## config.mk

```make
export PLATFORM = sky130hd
export DESIGN_NAME = button_debounce_click_classifier_top
export DESIGN_NICKNAME = d
export VERILOG_FILES = /design/src/hdl/bdcc_pkg.sv /design/src/hdl/button_debounce_click_classifier_top.sv /design/src/hdl/bdcc_front.sv /design/src/hdl/bdcc_queue.sv /design/src/hdl/bdcc_back.sv
export VERILOG_INCLUDE_DIRS = /design/src /design/src/hdl
export SDC_FILE = /design/constraint.sdc
export NUM_CORES = 1
export LEC_CHECK = 0
export ABC_AREA = 1
export BUFFER_PORTS_ARGS = -buffer_cell sky130_fd_sc_hd__buf_2
export CAP_MARGIN = 20
export CORE_AREA = 2 2 179 181
export DETAILED_ROUTE_END_ITERATION = 8
export DIE_AREA = 0 0 181 183
export MAX_ROUTING_LAYER = met4
export PLACE_DENSITY = 0.78
export SYNTH_ARGS = -nofsm -noshare
export SYNTH_HDL_FRONTEND = slang
export SYNTH_SLANG_ARGS = --single-unit
```

## constraint.sdc

```tcl
create_clock -name clk -period 6 [get_ports clk]
set_input_delay 0.3 -clock clk [delete_from_list [all_inputs] [get_ports clk]]
set_output_delay 0.3 -clock clk [all_outputs]
set_load 0.1 [all_outputs]
```

## src/hdl/button_debounce_click_classifier_top_assert.svh

```systemverilog
// ----------------------------------------------------------------------------
// Assertion macros for the button debounce click classifier
// Shared property forms, checked on clk and disabled while rst is high.
// ----------------------------------------------------------------------------
`ifndef BUTTON_DEBOUNCE_CLICK_CLASSIFIER_TOP_ASSERT_SVH
`define BUTTON_DEBOUNCE_CLICK_CLASSIFIER_TOP_ASSERT_SVH

// Consequent must hold in the same cycle as the antecedent.
`define BDCC_ASSERT_IMP(lbl, ante, cons, msg) \
  lbl: assert property (@(posedge clk) disable iff (rst) (ante) |-> (cons)) \
    else $error(msg);

// Consequent must hold in the cycle after the antecedent.
`define BDCC_ASSERT_NXT(lbl, ante, cons, msg) \
  lbl: assert property (@(posedge clk) disable iff (rst) (ante) |=> (cons)) \
    else $error(msg);

`endif

```

## src/hdl/bdcc_pkg.sv

```systemverilog
// ----------------------------------------------------------------------------
// bdcc_pkg
// Types and constants shared by the button debounce click classifier.
// ----------------------------------------------------------------------------
package bdcc_pkg;

  localparam int unsigned TICK_W          = 32;
  localparam int unsigned SEQ_W           = 32;
  localparam int unsigned AGREE_W         = 4;
  localparam int unsigned CFG_INDEX_W     = 2;
  localparam int unsigned CFG_DATA_W      = 32;
  localparam int unsigned STABLE_POLLS    = 2;
  localparam int unsigned QUEUE_DEPTH     = 4;
  localparam int unsigned QUEUE_PTR_W     = $clog2(QUEUE_DEPTH);
  localparam int unsigned QUEUE_CNT_W     = $clog2(QUEUE_DEPTH + 1);

  localparam logic [TICK_W-1:0] RESET_SHORT_LIMIT = 32'd300;
  localparam logic [TICK_W-1:0] RESET_DBL_WINDOW  = 32'd250;

  localparam logic [CFG_INDEX_W-1:0] REG_SHORT_LIMIT = 2'd0;
  localparam logic [CFG_INDEX_W-1:0] REG_DBL_WINDOW  = 2'd1;

  typedef enum logic {
    KEY_OK   = 1'b0,
    KEY_BACK = 1'b1
  } key_t;

  typedef enum logic [1:0] {
    KIND_PRESS   = 2'd0,
    KIND_SHORT   = 2'd1,
    KIND_RELEASE = 2'd2
  } kind_t;

  typedef struct packed {
    key_t             key;
    logic [SEQ_W-1:0] number;
  } report_t;

  typedef struct packed {
    logic full;
    logic empty;
  } q_status_t;

endpackage

```

## src/hdl/button_debounce_click_classifier_top.sv

```systemverilog
// The block takes one poll per clock cycle while in_ready is high (button
// level plus tick time) and turns every recognized click into three
// results, press, short and release, that share one sequence number;
// key_code is 0 for a single click and 1 for a double click. Polls are
// classified combinationally, and the results leave at one per cycle
// while out_ready is high, from an output register. A four-entry report
// queue decouples the two sides: polls keep flowing while results drain,
// and in_ready drops only while that queue is full. The first result of a
// click passes through the queue entry and then the output register.
// ----------------------------------------------------------------------------
// button_debounce_click_classifier_top
// Button debounce and single or double click classifier.
// ----------------------------------------------------------------------------
module button_debounce_click_classifier_top #(
  parameter int unsigned STABLE_POLLS = bdcc_pkg::STABLE_POLLS
) (
  input  logic                              clk,
  input  logic                              rst,
  input  logic                              cfg_write,
  input  logic [bdcc_pkg::CFG_INDEX_W-1:0]  cfg_index,
  input  logic [bdcc_pkg::CFG_DATA_W-1:0]   cfg_data,
  input  logic                              in_valid,
  output logic                              in_ready,
  input  logic                              button_down,
  input  logic [bdcc_pkg::TICK_W-1:0]       now_tick,
  output logic                              out_valid,
  input  logic                              out_ready,
  output logic                              key_code,
  output logic [1:0]                        event_kind,
  output logic [bdcc_pkg::SEQ_W-1:0]        event_number,
  output logic                              last
);
  import bdcc_pkg::*;

  `include "button_debounce_click_classifier_top_assert.svh"

  q_status_t q_status;
  logic      push;
  report_t   push_data;
  logic      pop;
  report_t   pop_data;

  bdcc_front #(
    .STABLE_POLLS(STABLE_POLLS)
  ) u_front (
    .clk        (clk),
    .rst        (rst),
    .cfg_write  (cfg_write),
    .cfg_index  (cfg_index),
    .cfg_data   (cfg_data),
    .in_valid   (in_valid),
    .in_ready   (in_ready),
    .button_down(button_down),
    .now_tick   (now_tick),
    .q_status   (q_status),
    .push       (push),
    .push_data  (push_data)
  );

  bdcc_queue u_queue (
    .clk      (clk),
    .rst      (rst),
    .push     (push),
    .push_data(push_data),
    .pop      (pop),
    .pop_data (pop_data),
    .q_status (q_status)
  );

  bdcc_back u_back (
    .clk         (clk),
    .rst         (rst),
    .pop_data    (pop_data),
    .q_status    (q_status),
    .pop         (pop),
    .out_valid   (out_valid),
    .out_ready   (out_ready),
    .key_code    (key_code),
    .event_kind  (event_kind),
    .event_number(event_number),
    .last        (last)
  );

  `BDCC_ASSERT_IMP(a_no_overflow, push, !q_status.full, "report pushed into a full queue")
  `BDCC_ASSERT_NXT(a_triple_step, out_valid && out_ready && !last,
    out_valid && (event_number == $past(event_number)) &&
    (event_kind == $past(event_kind) + 2'd1), "result triple broken")
  `BDCC_ASSERT_NXT(a_new_report, out_valid && out_ready && last,
    !out_valid || ((event_kind == KIND_PRESS) && (event_number != $past(event_number))),
    "new report does not start with a fresh press")

endmodule

```

## src/hdl/bdcc_front.sv

```systemverilog
// ----------------------------------------------------------------------------
// bdcc_front
// Debounces each poll, classifies clicks and pushes one report per click.
// ----------------------------------------------------------------------------
module bdcc_front #(
  parameter int unsigned STABLE_POLLS = bdcc_pkg::STABLE_POLLS
) (
  input  logic                                 clk,
  input  logic                                 rst,
  input  logic                                 cfg_write,
  input  logic [bdcc_pkg::CFG_INDEX_W-1:0]     cfg_index,
  input  logic [bdcc_pkg::CFG_DATA_W-1:0]      cfg_data,
  input  logic                                 in_valid,
  output logic                                 in_ready,
  input  logic                                 button_down,
  input  logic [bdcc_pkg::TICK_W-1:0]          now_tick,
  input  bdcc_pkg::q_status_t                  q_status,
  output logic                                 push,
  output bdcc_pkg::report_t                    push_data
);
  import bdcc_pkg::*;

  localparam logic [AGREE_W-1:0] POLLS = AGREE_W'(STABLE_POLLS);

  logic [TICK_W-1:0]  short_limit;
  logic [TICK_W-1:0]  dbl_window;
  logic               raw_level, raw_level_next;
  logic               stable_level, stable_level_next;
  logic [AGREE_W-1:0] agree_count, agree_count_next;
  logic [TICK_W-1:0]  press_time, press_time_next;
  logic               click_pending, click_pending_next;
  logic               second_started, second_started_next;
  logic [TICK_W-1:0]  release_time, release_time_next;
  logic [SEQ_W-1:0]   event_sequence, event_sequence_next;
  logic               report;
  key_t               report_key;
  logic               accept;
  logic [TICK_W-1:0]  press_elapsed;
  logic [TICK_W-1:0]  window_elapsed;
  logic               change;

  assign in_ready       = !q_status.full;
  assign accept         = in_valid && in_ready;
  assign press_elapsed  = now_tick - press_time;
  assign window_elapsed = now_tick - release_time;

  always_comb begin
    raw_level_next      = raw_level;
    agree_count_next    = agree_count;
    stable_level_next   = stable_level;
    press_time_next     = press_time;
    click_pending_next  = click_pending;
    second_started_next = second_started;
    release_time_next   = release_time;
    report              = 1'b0;
    report_key          = KEY_OK;

    if (button_down == raw_level) begin
      if (agree_count < POLLS) begin
        agree_count_next = agree_count + AGREE_W'(1);
      end
    end else begin
      raw_level_next   = button_down;
      agree_count_next = AGREE_W'(1);
    end

    change = (agree_count_next >= POLLS) && (stable_level != raw_level_next);

    if (change) begin
      stable_level_next = raw_level_next;
      if (raw_level_next) begin
        press_time_next = now_tick;
        if (click_pending) begin
          second_started_next = 1'b1;
        end
      end else if (press_elapsed > short_limit) begin
        report              = click_pending && second_started;
        report_key          = KEY_OK;
        click_pending_next  = 1'b0;
        second_started_next = 1'b0;
        release_time_next   = '0;
      end else if (!click_pending) begin
        click_pending_next  = 1'b1;
        second_started_next = 1'b0;
        release_time_next   = now_tick;
      end else if (window_elapsed <= dbl_window) begin
        report              = 1'b1;
        report_key          = KEY_BACK;
        click_pending_next  = 1'b0;
        second_started_next = 1'b0;
        release_time_next   = '0;
      end else begin
        report              = 1'b1;
        report_key          = KEY_OK;
        click_pending_next  = 1'b1;
        second_started_next = 1'b0;
        release_time_next   = now_tick;
      end
    end else if (click_pending && !second_started && (window_elapsed > dbl_window)) begin
      report              = 1'b1;
      report_key          = KEY_OK;
      click_pending_next  = 1'b0;
      second_started_next = 1'b0;
      release_time_next   = '0;
    end

    event_sequence_next = report ? event_sequence + SEQ_W'(1) : event_sequence;
  end

  assign push             = accept && report;
  assign push_data.key    = report_key;
  assign push_data.number = event_sequence_next;

  always_ff @(posedge clk) begin
    if (rst) begin
      short_limit <= RESET_SHORT_LIMIT;
      dbl_window  <= RESET_DBL_WINDOW;
    end else if (cfg_write) begin
      case (cfg_index)
        REG_SHORT_LIMIT: short_limit <= cfg_data;
        REG_DBL_WINDOW:  dbl_window  <= cfg_data;
        default: ;
      endcase
    end
  end

  always_ff @(posedge clk) begin
    if (rst) begin
      raw_level      <= 1'b0;
      stable_level   <= 1'b0;
      agree_count    <= POLLS;
      press_time     <= '0;
      click_pending  <= 1'b0;
      second_started <= 1'b0;
      release_time   <= '0;
      event_sequence <= '0;
    end else if (accept) begin
      raw_level      <= raw_level_next;
      stable_level   <= stable_level_next;
      agree_count    <= agree_count_next;
      press_time     <= press_time_next;
      click_pending  <= click_pending_next;
      second_started <= second_started_next;
      release_time   <= release_time_next;
      event_sequence <= event_sequence_next;
    end
  end

endmodule

```

## src/hdl/bdcc_queue.sv

```systemverilog
// ----------------------------------------------------------------------------
// bdcc_queue
// Small register queue of pending reports between front and back.
// ----------------------------------------------------------------------------
module bdcc_queue (
  input  logic                clk,
  input  logic                rst,
  input  logic                push,
  input  bdcc_pkg::report_t   push_data,
  input  logic                pop,
  output bdcc_pkg::report_t   pop_data,
  output bdcc_pkg::q_status_t q_status
);
  import bdcc_pkg::*;

  report_t                entries [QUEUE_DEPTH];
  logic [QUEUE_PTR_W-1:0] wr_ptr;
  logic [QUEUE_PTR_W-1:0] rd_ptr;
  logic [QUEUE_CNT_W-1:0] count;
  logic                   do_push;
  logic                   do_pop;

  assign q_status.full  = (count == QUEUE_CNT_W'(QUEUE_DEPTH));
  assign q_status.empty = (count == '0);
  assign do_push        = push && !q_status.full;
  assign do_pop         = pop && !q_status.empty;
  assign pop_data       = entries[rd_ptr];

  always_ff @(posedge clk) begin
    if (do_push) begin
      entries[wr_ptr] <= push_data;
    end
  end

  always_ff @(posedge clk) begin
    if (rst) begin
      wr_ptr <= '0;
      rd_ptr <= '0;
      count  <= '0;
    end else begin
      if (do_push) begin
        wr_ptr <= wr_ptr + QUEUE_PTR_W'(1);
      end
      if (do_pop) begin
        rd_ptr <= rd_ptr + QUEUE_PTR_W'(1);
      end
      case ({do_push, do_pop})
        2'b10:   count <= count + QUEUE_CNT_W'(1);
        2'b01:   count <= count - QUEUE_CNT_W'(1);
        default: count <= count;
      endcase
    end
  end

endmodule

```

## src/hdl/bdcc_back.sv

```systemverilog
// ----------------------------------------------------------------------------
// bdcc_back
// Expands each queued report into its press, short and release results.
// ----------------------------------------------------------------------------
module bdcc_back (
  input  logic                        clk,
  input  logic                        rst,
  input  bdcc_pkg::report_t           pop_data,
  input  bdcc_pkg::q_status_t         q_status,
  output logic                        pop,
  output logic                        out_valid,
  input  logic                        out_ready,
  output logic                        key_code,
  output logic [1:0]                  event_kind,
  output logic [bdcc_pkg::SEQ_W-1:0]  event_number,
  output logic                        last
);
  import bdcc_pkg::*;

  logic             busy;
  key_t             key;
  kind_t            kind;
  logic [SEQ_W-1:0] number;
  logic             done;

  assign done         = busy && out_ready && (kind == KIND_RELEASE);
  assign pop          = !q_status.empty && (!busy || done);
  assign out_valid    = busy;
  assign key_code     = key;
  assign event_kind   = kind;
  assign event_number = number;
  assign last         = (kind == KIND_RELEASE);

  always_ff @(posedge clk) begin
    if (rst) begin
      busy <= 1'b0;
      kind <= KIND_PRESS;
    end else if (pop) begin
      busy <= 1'b1;
      kind <= KIND_PRESS;
    end else if (done) begin
      busy <= 1'b0;
    end else if (busy && out_ready) begin
      case (kind)
        KIND_PRESS: kind <= KIND_SHORT;
        KIND_SHORT: kind <= KIND_RELEASE;
        default:    kind <= KIND_RELEASE;
      endcase
    end
  end

  always_ff @(posedge clk) begin
    if (pop) begin
      key    <= pop_data.key;
      number <= pop_data.number;
    end
  end

endmodule
```

==> key figures <==
Status
  – Status: completed

Logic synthesis
  – Post-synth top area cell: edfxtp_1
  – Number of synthesized flops with an enable pin: 165
  – Syn Inst Count: 2193
  – Post-synthesis async set-or-reset flop share: 0
  – Register area share after synthesis: 0.4613
  – Post-synthesis cell area: 18460 µm²
  – Ys Warns: 0
  – Synth cell count leaders: nand2_1, inv_1, a21oi_1
  – Prevailing post-synth register cell: dfxtp_1
  – Post-Syn Nets: 2403
  – Mean Syn Cell Area: 8.419 µm²
  – Synth cell types: 49
  – Area share of the largest cell type after synthesis: 0.2683
  – Synth Register Bits: 343
  – Synth area leaders: edfxtp_1, dfxtp_1, ha_1
  – Most frequent cell after synthesis: nand2_1

Routing
  – Final ANT Viol Nets: 0
  – Total number of vias: 15.26k
  – Routed vias/inst: 5.607
  – Drt drc: 0
  – 1st-pass router iterations: 5
  – Routed len/inst: 16.72 µm
  – DR iter-0 viols: 1019
  – Post-Route WL: 45.48 mm

Worst setup path
  – Crit path cell chain: ha_1 -> fa_1 -> inv_1 -> nand3_1 -> nand2_1 -> a21oi_1 -> o21ai_0 -> a21oi_1 -> o21bai_1 -> a21oi_1 -> xnor2_1 -> ha_1 -> nand2_1 -> nor4_2 -> nand2_1 -> nand2_1 -> nand3_2 -> nand2_4 -> buf_4 -> nand3_4 -> nand2_2 -> buf_4 -> o21ai_0
  – Most numerous cell on the critical path: nand2_1
  – Critical-path top delay cell: nand2_2
  – CP max FO: 35
  – CP arrival: 5.70 ns
  – Critical Path RT: 6.40 ns
  – Startpoint Class: flip-flop
  – Largest delay contributor family on the critical path: simple AND/OR/NAND/NOR gates
  – CP Capture Type: flip-flop
  – Crit Path Class: reg -> reg
  – CP Buf/Inv Count: 3
  – Biggest cell delay along the critical path: 0.44 ns

Final layout
  – Nets: 2500
  – Final Cell Area: 20610 µm²
  – Final core utilization: 0.6600
  – Area Growth Syn to Fin: 11.64%
  – Layout cells sized above 1: 0.1018

Clock network
  – CTS tree: done
  – Postcts setup bufs: 0
  – CTS resizes: 0
  – Root buffer cell: clkbuf_16
  – Worst skew pair latency: 0.52 ns
  – Hold buffer count at cts: 0
  – Clock transition at the registers of the reported paths: 0.06 ns
  – CTS sink cnt: 343
  – H-Tree Depth: 2
  – TritonCTS Buffers: 37
  – Clk buf depth: 3

STA
  – Final period util: 0.8836
  – Fmax: 188.6 MHz
  – Final TNS setup: 0 ns
  – Fin. max-slew vios: 0
  – Relative slew slack: 0.2896
  – Final hold viol count: 0
  – RSZ-0062 raised after global routing: false
  – Slew @ Worst Pin: 1.063 ns
  – Final Critical Period: 5.302 ns
  – Skew final: 0.02084 ns
  – Final setup fails: 0

Power and ir drop
  – Static Leak: 8.552 nW
  – NetSw: 3.211 mW
  – Flop pwr share: 0.366
  – Gate power share: 0.348
  – Worst VDD drop: 0.2426 mV
  – Switching Fraction: 0.3972
  – PD cells: 392.1 nW/µm²
  – Internal power: 4.872 mW
  – Clock share of power: 0.287
  – Design Power: 8.083 mW

Hold path
  – Hold WC Path Type: in -> reg

Placed design
  – Dpl cell area: 19370 µm²
  – HPWL after DPL: 33.25 mm
  – Buffers added on ports: 109
  – Routability cong.: 0.9645

Floorplan
  – Placement Rows: 65
  – Ports: 110
  – Core area: 31230 µm²
  – Chip width: 181 µm
  – Die area: 33120 µm²
  – Initial Utilization: 0.5912
  – Die height: 183 µm

Global route
  – Total Routing Usage GR: 0.2855
  – Largest net degree at the start of global routing: 68
  – First-pass GRT wire length: 74.20 mm
  – Gr ovfl total: 0
  – Initial antenna violation count: 1
  – Vias in the first global route: 14.97k

Job
  – Max cap viols: 0
[metal layers]
metal,wire (µm),GRT usage,up-vias
met2,23030,0.5080,390
met5,0,-,-
met4,1289,0.09333,0
met1,19260,0.3378,7170
li1,-,-,7601
met3,1902,0.03554,95
[power by group through the flow]
stage                     Sequential (mW)  Combinational (mW)  Clock (mW)
after floorplan                      3.88                1.31           0
after global placement               2.99                2.73           0
after detailed placement             3.00                2.79           0
after CTS                            2.96                2.81        2.34
after global routing                 2.98                3.05        2.44
final                                2.96                2.81        2.32
[worst paths after layout]
| kind | from | end | slack (ns) | cells past startpoint |
|---|---|---|---|---|
| worst max-delay path | u_front.release_time[0]$_SDFFE_PP0P_ | u_front.release_time[21]$_SDFFE_PP0P_ | 0.70 | 23 |
| worst min-delay path | cfg_data[3] | u_front.short_limit[3]$_SDFFE_PP1P_ | 0.02 | 3 |
| worst max register to register | u_front.release_time[0]$_SDFFE_PP0P_ | u_front.release_time[21]$_SDFFE_PP0P_ | 0.70 | 23 |
| worst min register to register | u_front.agree_count[3]$_SDFFE_PP0P_ | u_front.agree_count[3]$_SDFFE_PP0P_ | 0.44 | 2 |
[per-stage QoR]
step | hold slack (ns) | instances | setup WS (ns)
global route | 0.02540 | 2721 | 0.3131
global placement | 0.4205 | 2653 | 0.6279
finish | 0.01820 | 2721 | 0.6982
CTS | 0.007170 | 2720 | 0.6943
floorplan | 0.4087 | 2193 | 0.8369
detailed placement | 0.4278 | 2653 | 0.5499
[flip-flops by register name (all words and copies together), names as in the netlist]
name / count
u_front.press_time: 32
u_queue.entries: 132
u_front.dbl_window: 32
u_front.click_pending: 1
u_front.agree_count: 4
u_front.event_sequence: 32
u_front.short_limit: 32
u_front.stable_level: 1
u_queue.rd_ptr: 2
u_queue.wr_ptr: 2
u_back.event_kind: 2
u_queue.count: 3
u_front.raw_level: 1
u_front.release_time: 32
u_back.key_code: 1
u_front.second_started: 1
u_back.out_valid: 1
u_back.event_number: 32
[worst reg2reg max path, delay by kind of cell (launching register included)]
| kind | cells | cell delay (ns) |
|---|---|---|
| flops | 1 | 0.32 |
| compound gates | 6 | 1.31 |
| xor+xnor | 1 | 0.15 |
| simple gates | 10 | 1.73 |
| fa+ha+maj | 3 | 0.92 |
| buf+inv | 3 | 0.78 |
[cell type report]
class | count | area (µm²)
Fill cell | 2607 | 10620
Inverter | 281 | 1055
Multi-Input combinational cell | 1494 | 8571
Tap cell | 402 | 503.0
Clock inverter | 22 | 260.3
Antenna cell | 1 | 2.502
Sequential cell | 343 | 8519
Timing Repair Buffer | 133 | 725.7
Clock buffer | 45 | 975.9
[cells by family after synthesis]
group	Yosys count	synth area share
xor gates and xnor gates	91	0.04317
AOI/OAI and AO/OA	540	0.1605
adders and majority gates	138	0.09473
buffers and inverters	356	0.07515
and+or+nand+nor	725	0.1651
DFF	343	0.4613
[cells in the final DEF (no fill, tap or decap), drive strengths merged, types with 4 or more instances in the layout]
| cell | count |
|---|---|
| inv | 285 |
| edfxtp | 165 |
| nor3 | 21 |
| ha | 135 |
| nand4 | 24 |
| o22ai | 34 |
| a31oi | 4 |
| o211ai | 13 |
| nand3 | 93 |
| nand2 | 358 |
| buf | 133 |
| clkbuf | 45 |
| nor4 | 14 |
| o21a | 9 |
| xor2 | 70 |
| o21ai | 238 |
| xnor2 | 21 |
| o21bai | 8 |
| dfxtp | 178 |
| a21oi | 221 |
| bufinv | 5 |
| a21o | 4 |
| clkinvlp | 4 |
| clkinv | 9 |
| nor2 | 207 |
Note: power is estimated with default switching activity, not from simulation.
